--- config.mk ---
export PLATFORM = sky130hd
export DESIGN_NAME = multi_encoding_code_point_decoder_flat
export DESIGN_NICKNAME = d
export VERILOG_FILES = /design/src/hw/rtl/mecpd_pkg.sv /design/src/hw/rtl/mecpd_ifs.sv /design/src/hw/rtl/multi_encoding_code_point_decoder.sv /design/src/flat_wrapper.sv
export SDC_FILE = /design/constraint.sdc
export NUM_CORES = 1
export LEC_CHECK = 0
export BUFFER_PORTS_ARGS = -buffer_cell sky130_fd_sc_hd__buf_2
export CELL_PAD_IN_SITES_DETAIL_PLACEMENT = 0
export CELL_PAD_IN_SITES_GLOBAL_PLACEMENT = 1
export CORE_ASPECT_RATIO = 0.5
export CORE_MARGIN = 10
export CORE_UTILIZATION = 38
export DETAILED_ROUTE_END_ITERATION = 8
export PLACE_DENSITY = 0.77
export SLEW_MARGIN = 0
export SYNTH_ARGS = -nofsm -noshare
export SYNTH_HDL_FRONTEND = slang
export SYNTH_SLANG_ARGS = --single-unit
--- constraint.sdc ---
create_clock -name clk -period 4.08 [get_ports clk]
set_clock_uncertainty 0.15 [all_clocks]
set_input_delay 0.816 -clock clk [delete_from_list [all_inputs] [get_ports clk]]
set_output_delay 0.816 -clock clk [all_outputs]
set_load 0.005 [all_outputs]
--- src/hw/rtl/mecpd_pkg.sv ---
// Shared types and constants of the multi-encoding code point decoder.
// No dependencies; used by the channel interfaces, the decoder and its checker.
`default_nettype none

package mecpd_pkg;

	// Encoding selected by the mode register
	typedef enum logic [2:0] {
		MODE_UTF8     = 3'd0,
		MODE_UCS2_BE  = 3'd1,
		MODE_UCS2_LE  = 3'd2,
		MODE_UTF16_BE = 3'd3,
		MODE_UTF16_LE = 3'd4,
		MODE_UTF32_BE = 3'd5,
		MODE_UTF32_LE = 3'd6,
		MODE_SINGLE   = 3'd7
	} mode_t;

	// Error code carried with each result
	typedef enum logic [2:0] {
		ERR_NONE       = 3'd0,
		ERR_STRAY_CONT = 3'd1,
		ERR_BAD_LEAD   = 3'd2,
		ERR_MISS_CONT  = 3'd3,
		ERR_UCS2_SURR  = 3'd4,
		ERR_BAD_HIGH   = 3'd5,
		ERR_MISS_LOW   = 3'd6,
		ERR_TRUNCATED  = 3'd7
	} err_t;

	// Register map
	localparam int unsigned  ADDR_W        = 3;
	localparam logic         REG_IDX_MODE  = 1'b0;

	// Surrogate arithmetic
	localparam logic [20:0]  SUPP_BASE     = 21'h10000;

endpackage

`default_nettype wire

--- src/hw/rtl/mecpd_ifs.sv ---
// Valid/ready channel interfaces: raw byte stream in, decoded characters out.
// Depends on mecpd_pkg.
`default_nettype none

interface mecpd_byte_if;
	logic       valid;
	logic       ready;
	logic [7:0] data_byte;
	logic       last_byte;

	modport source (output valid, data_byte, last_byte, input ready);
	modport sink   (input valid, data_byte, last_byte, output ready);
endinterface

interface mecpd_char_if;
	import mecpd_pkg::*;
	logic        valid;
	logic        ready;
	logic [31:0] code_point;
	logic        is_blank;
	err_t        error_code;

	modport source (output valid, code_point, is_blank, error_code, input ready);
	modport sink   (input valid, code_point, is_blank, error_code, output ready);
endinterface

`default_nettype wire

--- src/hw/rtl/multi_encoding_code_point_decoder.sv ---
// Multi-encoding code point decoder: byte stream to code points, APB mode register.
// Depends on mecpd_pkg and the channel interfaces in mecpd_ifs.sv.
//
//   channel       kind        payload
//   byte_stream   sink        data_byte[7:0], last_byte
//   char_stream   source      code_point[31:0], is_blank, error_code[2:0]
//   apb           slave       encoding_mode at byte address 0
//
// One byte per cycle sustained while char_stream does not stall. A byte is
// held in the input register, and its result (if any) is loaded into the
// result register when the byte advances. The decode step between the two
// registers sets the rate. A stall on char_stream holds the result and backs
// up into byte_stream once the input register is full. Reset sets the mode
// to UTF-8; a mode write sets the written mode. Both drop any partial character.
`default_nettype none

module multi_encoding_code_point_decoder (
	input  wire logic                          clk,
	input  wire logic                          arst_n,
	mecpd_byte_if.sink                         byte_stream,
	mecpd_char_if.source                       char_stream,
	input  wire logic                          psel,
	input  wire logic                          penable,
	input  wire logic                          pwrite,
	input  wire logic [mecpd_pkg::ADDR_W-1:0]  paddr,
	input  wire logic [31:0]                   pwdata,
	output logic      [31:0]                   prdata,
	output logic                               pready
);
	import mecpd_pkg::*;

	// Input register
	logic        valid_s1;
	logic [7:0]  byte_s1;
	logic        last_s1;

	// Mode and character state
	mode_t       mode_q;
	logic [31:0] part_q;
	logic [1:0]  seen_q;
	logic [2:0]  explen_q;
	logic [9:0]  high_q;
	logic        await_q;

	// Result register
	logic        out_valid_q;
	logic [31:0] cp_q;
	logic        blank_q;
	err_t        err_q;

	// Next state and result of the decode step
	logic [31:0] nxt_part;
	logic [1:0]  nxt_seen;
	logic [2:0]  nxt_explen;
	logic [9:0]  nxt_high;
	logic        nxt_await;
	logic        res_fire;
	logic [31:0] res_cp;
	err_t        res_err;
	logic        res_blank;
	logic        chk_trunc;
	logic [15:0] unit;
	logic [20:0] utf8_acc;
	logic [2:0]  utf8_cnt;
	logic [2:0]  u32_cnt;
	logic [31:0] u32_acc;
	logic [20:0] supp_cp;

	logic        advance;
	logic        cfg_wr;

	// Handshakes
	assign advance           = valid_s1 && (!out_valid_q || char_stream.ready);
	assign byte_stream.ready = !valid_s1 || advance;
	assign cfg_wr            = psel && penable && pwrite && pready && (paddr[2] == REG_IDX_MODE);

	// APB
	assign pready = 1'b1;
	assign prdata = (paddr[2] == REG_IDX_MODE) ? {29'd0, mode_q} : 32'd0;

	// Input register
	always_ff @(posedge clk or negedge arst_n) begin
		if (!arst_n) begin
			valid_s1 <= 1'b0;
		end else if (byte_stream.ready) begin
			valid_s1 <= byte_stream.valid;
		end
	end

	always_ff @(posedge clk) begin
		if (byte_stream.ready && byte_stream.valid) begin
			byte_s1 <= byte_stream.data_byte;
			last_s1 <= byte_stream.last_byte;
		end
	end

	// Datapath helpers
	always_comb begin
		if (mode_q == MODE_UCS2_BE || mode_q == MODE_UTF16_BE) begin
			unit = {part_q[7:0], byte_s1};
		end else begin
			unit = {byte_s1, part_q[7:0]};
		end
		utf8_acc = {part_q[14:0], byte_s1[5:0]};
		utf8_cnt = {1'b0, seen_q} + 3'd1;
		u32_cnt  = {1'b0, seen_q} + 3'd1;
		if (mode_q == MODE_UTF32_BE) begin
			u32_acc = {part_q[23:0], byte_s1};
		end else begin
			u32_acc = {byte_s1, part_q[31:8]};
		end
		supp_cp = {1'b0, high_q, unit[9:0]} + SUPP_BASE;
	end

	// Decode step
	always_comb begin
		nxt_part   = part_q;
		nxt_seen   = seen_q;
		nxt_explen = explen_q;
		nxt_high   = high_q;
		nxt_await  = await_q;
		res_fire   = 1'b0;
		res_cp     = 32'd0;
		res_err    = ERR_NONE;
		chk_trunc  = 1'b0;

		case (mode_q)
			MODE_UTF8: begin
				if (explen_q == 3'd0) begin
					if (!byte_s1[7]) begin
						res_fire = 1'b1;
						res_cp   = {24'd0, byte_s1};
					end else if (byte_s1[7:6] == 2'b10) begin
						res_fire = 1'b1;
						res_err  = ERR_STRAY_CONT;
					end else if (byte_s1[7:5] == 3'b110) begin
						nxt_part   = {27'd0, byte_s1[4:0]};
						nxt_explen = 3'd2;
						nxt_seen   = 2'd1;
						chk_trunc  = 1'b1;
					end else if (byte_s1[7:4] == 4'b1110) begin
						nxt_part   = {28'd0, byte_s1[3:0]};
						nxt_explen = 3'd3;
						nxt_seen   = 2'd1;
						chk_trunc  = 1'b1;
					end else if (byte_s1[7:3] == 5'b11110) begin
						nxt_part   = {29'd0, byte_s1[2:0]};
						nxt_explen = 3'd4;
						nxt_seen   = 2'd1;
						chk_trunc  = 1'b1;
					end else begin
						res_fire = 1'b1;
						res_err  = ERR_BAD_LEAD;
					end
				end else if (byte_s1[7:6] != 2'b10) begin
					res_fire = 1'b1;
					res_err  = ERR_MISS_CONT;
				end else if (utf8_cnt >= explen_q) begin
					res_fire = 1'b1;
					res_cp   = {11'd0, utf8_acc};
				end else begin
					nxt_part  = {11'd0, utf8_acc};
					nxt_seen  = utf8_cnt[1:0];
					chk_trunc = 1'b1;
				end
			end
			MODE_UCS2_BE, MODE_UCS2_LE, MODE_UTF16_BE, MODE_UTF16_LE: begin
				if (seen_q == 2'd0) begin
					nxt_part  = {24'd0, byte_s1};
					nxt_seen  = 2'd1;
					chk_trunc = 1'b1;
				end else begin
					nxt_part = 32'd0;
					nxt_seen = 2'd0;
					if (mode_q == MODE_UCS2_BE || mode_q == MODE_UCS2_LE) begin
						res_fire = 1'b1;
						if (unit inside {[16'hD800:16'hDFFF]}) begin
							res_err = ERR_UCS2_SURR;
						end else begin
							res_cp = {16'd0, unit};
						end
					end else if (await_q) begin
						res_fire = 1'b1;
						if (unit[15:10] == 6'b110111) begin
							res_cp = {11'd0, supp_cp};
						end else begin
							res_err = ERR_MISS_LOW;
						end
					end else if (unit[15:11] != 5'b11011) begin
						res_fire = 1'b1;
						res_cp   = {16'd0, unit};
					end else if (unit[15:10] == 6'b110110) begin
						// high surrogate: keep it and wait for the low unit
						nxt_high  = unit[9:0];
						nxt_await = 1'b1;
						chk_trunc = 1'b1;
					end else begin
						res_fire = 1'b1;
						res_err  = ERR_BAD_HIGH;
					end
				end
			end
			MODE_UTF32_BE, MODE_UTF32_LE: begin
				if (u32_cnt >= 3'd4) begin
					res_fire = 1'b1;
					res_cp   = u32_acc;
				end else begin
					nxt_part  = u32_acc;
					nxt_seen  = u32_cnt[1:0];
					chk_trunc = 1'b1;
				end
			end
			default: begin
				res_fire = 1'b1;
				res_cp   = {24'd0, byte_s1};
			end
		endcase

		// Truncation at the end of the buffer
		if (chk_trunc && last_s1 &&
		    (nxt_explen != 3'd0 || nxt_seen != 2'd0 || nxt_await)) begin
			res_fire = 1'b1;
			res_err  = ERR_TRUNCATED;
		end

		// Any result closes the character
		if (res_fire) begin
			nxt_part   = 32'd0;
			nxt_seen   = 2'd0;
			nxt_explen = 3'd0;
			nxt_high   = 10'd0;
			nxt_await  = 1'b0;
		end
	end

	// Blank flag from the fixed list of spaces
	always_comb begin
		res_blank = 1'b0;
		if (res_err == ERR_NONE) begin
			res_blank = (res_cp == 32'h20) || (res_cp == 32'hA0) || (res_cp == 32'h1680) ||
			            (res_cp inside {[32'h2000:32'h200A]}) || (res_cp == 32'h202F) ||
			            (res_cp == 32'h205F) || (res_cp == 32'h3000);
		end
	end

	// Mode register and character state
	always_ff @(posedge clk or negedge arst_n) begin
		if (!arst_n) begin
			mode_q   <= MODE_UTF8;
			part_q   <= 32'd0;
			seen_q   <= 2'd0;
			explen_q <= 3'd0;
			high_q   <= 10'd0;
			await_q  <= 1'b0;
		end else if (cfg_wr) begin
			mode_q   <= mode_t'(pwdata[2:0]);
			part_q   <= 32'd0;
			seen_q   <= 2'd0;
			explen_q <= 3'd0;
			high_q   <= 10'd0;
			await_q  <= 1'b0;
		end else if (advance) begin
			part_q   <= nxt_part;
			seen_q   <= nxt_seen;
			explen_q <= nxt_explen;
			high_q   <= nxt_high;
			await_q  <= nxt_await;
		end
	end

	// Result register
	always_ff @(posedge clk or negedge arst_n) begin
		if (!arst_n) begin
			out_valid_q <= 1'b0;
		end else if (advance) begin
			out_valid_q <= res_fire;
		end else if (char_stream.ready) begin
			out_valid_q <= 1'b0;
		end
	end

	always_ff @(posedge clk) begin
		if (advance && res_fire) begin
			cp_q    <= res_cp;
			blank_q <= res_blank;
			err_q   <= res_err;
		end
	end

	assign char_stream.valid      = out_valid_q;
	assign char_stream.code_point = cp_q;
	assign char_stream.is_blank   = blank_q;
	assign char_stream.error_code = err_q;

endmodule

`default_nettype wire

--- src/flat_wrapper.sv ---
// flat-port wrapper written by rule: the top's interface ports become plain ports
module multi_encoding_code_point_decoder_flat import mecpd_pkg::*;
  (clk, arst_n, psel, penable, pwrite, paddr, pwdata, prdata, pready, byte_stream_valid, byte_stream_data_byte, byte_stream_last_byte, byte_stream_ready, char_stream_valid, char_stream_code_point, char_stream_is_blank, char_stream_error_code, char_stream_ready);
  mecpd_byte_if byte_stream_i ();
  mecpd_char_if char_stream_i ();
  input  wire logic clk;
  input  wire logic arst_n;
  input  wire logic psel;
  input  wire logic penable;
  input  wire logic pwrite;
  input  wire logic [mecpd_pkg::ADDR_W-1:0] paddr;
  input  wire logic [31:0] pwdata;
  output logic      [31:0] prdata;
  output logic pready;
  input wire logic [$bits(byte_stream_i.valid)-1:0] byte_stream_valid;
  input wire logic [$bits(byte_stream_i.data_byte)-1:0] byte_stream_data_byte;
  input wire logic [$bits(byte_stream_i.last_byte)-1:0] byte_stream_last_byte;
  output wire logic [$bits(byte_stream_i.ready)-1:0] byte_stream_ready;
  output wire logic [$bits(char_stream_i.valid)-1:0] char_stream_valid;
  output wire logic [$bits(char_stream_i.code_point)-1:0] char_stream_code_point;
  output wire logic [$bits(char_stream_i.is_blank)-1:0] char_stream_is_blank;
  output wire logic [$bits(char_stream_i.error_code)-1:0] char_stream_error_code;
  input wire logic [$bits(char_stream_i.ready)-1:0] char_stream_ready;
  assign byte_stream_i.valid = byte_stream_valid;
  assign byte_stream_i.data_byte = byte_stream_data_byte;
  assign byte_stream_i.last_byte = byte_stream_last_byte;
  assign byte_stream_ready = byte_stream_i.ready;
  assign char_stream_valid = char_stream_i.valid;
  assign char_stream_code_point = char_stream_i.code_point;
  assign char_stream_is_blank = char_stream_i.is_blank;
  assign char_stream_error_code = char_stream_i.error_code;
  assign char_stream_i.ready = char_stream_ready;
  multi_encoding_code_point_decoder u_core (.clk(clk), .arst_n(arst_n), .byte_stream(byte_stream_i), .char_stream(char_stream_i), .psel(psel), .penable(penable), .pwrite(pwrite), .paddr(paddr), .pwdata(pwdata), .prdata(prdata), .pready(pready));
endmodule
==> impl_metrics.tcl, run 1 <==
set metrics [dict create \
    synthCells 691 \
    numCtsBuffers 9 \
    power.total_w 0.00376 \
    synth_seq_cells 98 \
    post-place-ws_ns 0.412 \
    syn_area_per_cell_um2 9.16 \
    setup_tns_ns 0 \
    cts_setup_buffers 0 \
    whs_ns 0.339 \
    io_pins 122 \
    wl_mm 21.0 \
    core_area_mm2 0.0164 \
    synthArstFlopShare_pct 54.1 \
    crit_required_ns 4.13 \
    antennaDiodeCount 0 \
    cts-root-buf "clkbuf_16" \
    tightest_slew_ns 1.06 \
    crit_path_start_kind "register" \
    yosysTopAreaCellShare_pct 21.4 \
    vias_per_cell 5.75 \
    slowest_delay_ns 0.65 \
    start_util_pct 38.7 \
    dp_hpwl_mm 15.5 \
    yosys-top-cells-count "nand2_1 (81), dfrtp_1 (53), edfxtp_1 (45)" \
    muxShareOfSynthArea_pct 3.52 \
    clock-sinks 98 \
    finalWeightedCongestion 0.939 \
    total_leakage_power_nw 2.88 \
    portBuffers 60 \
    synth_xor_area_share_pct 0.554 \
    endpoint_kind "register" \
    overflow 0 \
    vias 5598 \
    cts_max_level 3 \
    post_cts_resized 0 \
    maxSlewViolCount 0 \
    yosys.area.top_type "edfxtp_1" \
    max-clock-path-buffers 2 \
    p_per_area_mw_per_mm2 526 \
    worstSkewPairLatency_ns 0.35 \
    rsz0062_at_grt "false" \
    cts.reportedPaths.clkPinSlew_ns 0.07 \
    synth_cell_type_count 68 \
    finalSetupViolCount 0 \
    critPathKind "reg2reg" \
    nNetsFinal 801 \
    dieWidth_um 203 \
    synth-simple-area-share_pct 17.8 \
    worst-path-buf-inv 1 \
    synth_compound_area_share_pct 25.3 \
    ys_warn_count 0 \
    path_cells "buf_4, nand2b_1, mux2_4, o41ai_4, nor4_1, a221oi_1, nand4b_1, nor3_1, a32oi_1, o22ai_1" \
    ys.flop_type "dfrtp_1" \
    grt_max_degree 39 \
    yosys.area_share.adder_pct 1.58 \
    period_share_pct 93.0 \
    hold_violations 0 \
    setup_ws_ns 0.287 \
    yosysSeqAreaShare_pct 42.3 \
    netlist_area_mm2 0.00633 \
    critical_path_arrival_ns 3.84 \
    slew_headroom_pct 29.1 \
    die_h_um 111 \
    grt_pass1_wl_mm 33.0 \
    irDropWorstVdd_mv 0.213 \
    synth_most_common_cell "nand2_1" \
    die-area_mm2 0.0225 \
    path_delay_family "compound AO/OA/AOI/OAI gates" \
    cp_max_fo 13 \
    cap_violations 0 \
    max_freq_ghz 0.264 \
    synth_edf_count 45 \
    synth_top_family_by_area "compound AO/OA/AOI/OAI gates" \
    wl_per_cell_um 21.6 \
    hp-class "reg2reg" \
    status "finished, final reports clean" \
    drc_errors 0 \
    drt-initial-drc-count 595 \
    finalCriticalPeriod_ns 3.79 \
    first_global_vias 5488 \
    grtUsageTotal_pct 18.5 \
    antenna_found_initial 0 \
    synth_area_leaders "edfxtp_1 (21%), dfrtp_1 (21%), nand2_1 (4.8%)" \
    crit_path_top_delay_cell "o41ai_4" \
    drtPass1Iterations 6 \
    drive_gt1_share_pct 19.8 \
    area_delta_synth_final_pct 12.9 \
    antenna_left 0 \
    cts_hold_buffers 0 \
    cts_tree "built" \
    num_rows 33 \
]
==> per-stage QoR <==
step	instance area, um2	instances	util (%)
after floorplan	6440	719	-
after global routing	7140	974	43.7
after detailed placement	6850	958	41.9
final	7140	974	43.7
after global placement	6850	958	41.9
after CTS	7140	974	43.7
==> logic make-up (layout without fill, tap and decap cells) <==
family                     after synthesis  count (layout)
AOI/OAI and AO/OA                      228             228
and+or+nand+nor                        222             222
muxes                                   21              21
buffers and inverters                  108             136
DFF                                     98              98
other                                    2              30
adders and majority gates                8               8
xor gates and xnor gates                 4               4
==> worst reg2reg max path: stages, from the launching register on <==
cell and delay, ns:
dfrtp_1 0.48, buf_4 0.23, nand2b_1 0.24, mux2_4 0.36
o41ai_4 0.65, nor4_1 0.21, a221oi_1 0.54, nand4b_1 0.22
nor3_1 0.25, a32oi_1 0.14, o22ai_1 0.17
==> sequential cells by signal (all words and copies together) (netlist names) <==
| name | flops |
|---|---|
| u_core.char_stream.is_blank | 1 |
| u_core.last_s1 | 1 |
| u_core.char_stream.error_code | 3 |
| u_core.byte_s1 | 8 |
| u_core.part_q | 32 |
| u_core.char_stream.code_point | 32 |
| u_core.char_stream.valid | 1 |
| u_core.explen_q | 3 |
| u_core.seen_q | 2 |
| u_core.await_q | 1 |
| u_core.high_q | 10 |
| u_core.mode_q | 3 |
| u_core.valid_s1 | 1 |
==> placed cells by master (no fill, tap or decap), drive strengths merged, types with 5 or more instances in the layout <==
master   instances
buf             97
nand2           81
o21ai           60
dfrtp           53
edfxtp          45
a21oi           42
a22oi           39
nor2            32
conb            30
nor2b           29
inv             26
o22ai           18
mux2i           17
and2            15
nand3           14
nor3            11
clkbuf          10
a22o             8
ha               8
o41ai            8
nand2b           6
o2bb2ai          6
nand4            5
a41oi            5
a31oi            5
nor4             5
==> final cells by class <==
class | instances | area [um2]
Sequential cell | 98 | 2680
Clock buffer | 10 | 239
Timing Repair Buffer | 97 | 591
Tap cell | 227 | 284
Fill cell | 1634 | 9210
Clock inverter | 6 | 56.3
Inverter | 23 | 86.3
Multi-Input combinational cell | 513 | 3210
==> worst paths after layout <==
check / to / depth (start not counted) / startpoint / slack [ns]
min in group asynchronous: u_core.explen_q[2]$_DFFE_PN0N_ / 1 / arst_n / 0.44
worst max-delay path: u_core.char_stream.is_blank$_SDFFCE_PP0P_ / 10 / u_core.mode_q[2]$_DFFE_PN0P_ / 0.29
worst min register to register: u_core.part_q[31]$_DFFE_PN0P_ / 2 / u_core.part_q[31]$_DFFE_PN0P_ / 0.34
worst min-delay path: u_core.part_q[31]$_DFFE_PN0P_ / 2 / u_core.part_q[31]$_DFFE_PN0P_ / 0.34
max in group asynchronous: u_core.part_q[10]$_DFFE_PN0P_ / 2 / arst_n / 2.54
worst max register to register: u_core.char_stream.is_blank$_SDFFCE_PP0P_ / 10 / u_core.mode_q[2]$_DFFE_PN0P_ / 0.29
==> power by group <==
group          total [W]  internal, W  switching (W)
logic            0.00150     0.000519       0.000976
clock network   0.000868     0.000445       0.000424
registers        0.00139      0.00125       0.000142
total            0.00376      0.00221        0.00154
==> per-layer routing <==
metal,part of all wire [%],GRT usage [%]
met5,0,0
met4,1.5,4.45
met3,8.5,4.03
met2,41,26.2
met1,49,27.6
(Power assumes the default switching activity.)
==> inputs of run 2 (changes only) <==
==> constraint.sdc (replaced) <==
create_clock -name clk -period 4.08 [get_ports clk]
set_clock_uncertainty 0.15 [all_clocks]
set_input_delay 0.612 -clock clk [delete_from_list [all_inputs] [get_ports clk]]
set_output_delay 0.612 -clock clk [all_outputs]
set_load 0.005 [all_outputs]
==> run 2 against run 1 <==
Net effect:
- global-route usage fell by 0.25 points
- non-clock buffer count fell by 2
- largest power group unchanged
- critical path depth rose by 1
- power rose by 2.0%
- sequential share of layout area barely moved
- combinational power barely moved
- hold slack got worse by 0.090 ns
- first-iteration DRC count rose by 20%
- clock-buffer cell count did not move
- critical endpoint unchanged
==> impl_metrics.tcl, run 2 (same netlist as run 1, synthesis figures left out) <==
set metrics [dict create \
    status "finished, final reports clean" \
    finalSetupViolCount 0 \
    start_util_pct 38.7 \
    period_share_pct 92.3 \
    num_rows 33 \
    drc_errors 0 \
    post-place-ws_ns 0.375 \
    finalWeightedCongestion 0.944 \
    die-area_mm2 0.0225 \
    clock-sinks 98 \
    max_freq_ghz 0.266 \
    regToRegStartpoint "u_core.mode_q[2]$_DFFE_PN0P_" \
    drtPass1Iterations 5 \
    die_h_um 111 \
    wl_per_cell_um 21.7 \
    critical_path_arrival_ns 3.72 \
    vias_per_cell 5.74 \
    critPathKind "reg2reg" \
    endpoint_kind "register" \
    core_area_mm2 0.0164 \
    nNetsFinal 799 \
    slew_headroom_pct 31.1 \
    io_pins 122 \
    antennaDiodeCount 0 \
    vias 5576 \
    wl_mm 21.1 \
    total_leakage_power_nw 2.88 \
    drive_gt1_share_pct 19.6 \
    antenna_left 0 \
    dp_hpwl_mm 15.4 \
    whs_ns 0.249 \
    grtUsageTotal_pct 18.3 \
    post_cts_resized 0 \
    drt-initial-drc-count 713 \
    cts-root-buf "clkbuf_16" \
    cts_max_level 3 \
    max-clock-path-buffers 2 \
    antenna_found_initial 0 \
    setup_tns_ns 0 \
    worstSkewPairLatency_ns 0.36 \
    layout_commonest_cell "nand2_1" \
    cts_hold_buffers 0 \
    crit_path_start "u_core.mode_q[2]$_DFFE_PN0P_" \
    rsz0062_at_grt "false" \
    crit_path_start_kind "register" \
    overflow 0 \
    first_global_vias 5379 \
    cts.reportedPaths.clkPinSlew_ns 0.08 \
    numCtsBuffers 9 \
    n_fill_cell 1659 \
    tightest_slew_ns 1.03 \
    maxSlewViolCount 0 \
    grt_max_degree 39 \
    cts_setup_buffers 0 \
    cap_violations 0 \
    hp-class "in2async" \
    cts_tree "built" \
    irDropWorstVdd_mv 0.248 \
    area_delta_synth_final_pct 13.0 \
    grt_pass1_wl_mm 32.5 \
    setup_ws_ns 0.316 \
    crit_required_ns 4.04 \
    final_cell_mix "nand2_1 (81), buf_2 (60), dfrtp_1 (53)" \
    cp_max_fo 19 \
    dieWidth_um 203 \
    portBuffers 60 \
    power.total_w 0.00383 \
    finalCriticalPeriod_ns 3.76 \
    hold_violations 0 \
    p_per_area_mw_per_mm2 536 \
]
==> run 2: cell types whose count changed in the layout (fill, tap and decap cells not counted) <==
cell	change
buf_4	-2
inv_8	+1
bufinv_16	+1
clkinv_4	-2
==> run 2: critical path, stage by stage (launching register included) <==
cell      delay (ns)
dfrtp_1         0.45
nor2b_1         0.13
buf_4           0.29
mux2_2          0.47
a41oi_1         0.49
buf_4           0.26
o41a_1          0.19
o21ai_0         0.09
a21oi_1         0.48
nor4_1          0.12
a221oi_1        0.28
o22ai_1         0.10
==> run 2: per-stage QoR <==
stage / utilization (%) / cell area (um2) / cells
3_5_place_dp: 41.8 / 6830 / 956
3_3_place_gp: 41.8 / 6830 / 956
4_1_cts: 43.7 / 7150 / 972
6_report: 43.7 / 7150 / 972
2_1_floorplan: - / 6440 / 719
5_1_grt: 43.7 / 7150 / 972
==> run 2: final cells by class <==
cell class / count / area, um2 / area share [%]
Multi-Input combinational cell: 513 / 3210 / 44.9
Sequential cell: 98 / 2680 / 37.4
Timing Repair Buffer: 95 / 576 / 8.05
Tap cell: 227 / 284 / 3.97
Clock buffer: 10 / 239 / 3.34
Inverter: 23 / 86.3 / 1.21
Clock inverter: 6 / 80.1 / 1.12
==> run 2: worst paths after layout <==
| check | slack [ns] | endpoint | cells past startpoint |
|---|---|---|---|
| worst min-delay path | 0.25 | u_core.char_stream.valid$_DFFE_PN0P_ | 1 |
| worst min register to register | 0.34 | u_core.part_q[29]$_DFFE_PN0P_ | 2 |
| min in group clk | 0.28 | u_core.byte_s1[6]$_DFFE_PP_ | 1 |
| worst max register to register | 0.32 | u_core.char_stream.is_blank$_SDFFCE_PP0P_ | 11 |
| max in group asynchronous | 2.71 | u_core.high_q[8]$_DFFE_PN0P_ | 2 |
| worst max-delay path | 0.32 | u_core.char_stream.is_blank$_SDFFCE_PP0P_ | 11 |
==> run 2: metal layers <==
| metal | up-vias | wire length [um] | global-route usage (%) |
|---|---|---|---|
| met5 | - | 0 | 0 |
| met4 | 0 | 397 | 4.64 |
| met3 | 30 | 1530 | 3.76 |
| met2 | 281 | 8380 | 25.3 |
| met1 | 2673 | 10800 | 27.7 |
| li1 | 2592 | - | - |
==> run 2: where the power goes <==
group | total (W) | internal [W] | leakage (nW) | switching (W)
logic | 0.00148 | 0.000513 | 1.56 | 0.000964
clock network | 0.000942 | 0.000509 | 0.155 | 0.000434
registers | 0.00141 | 0.00125 | 1.16 | 0.000162
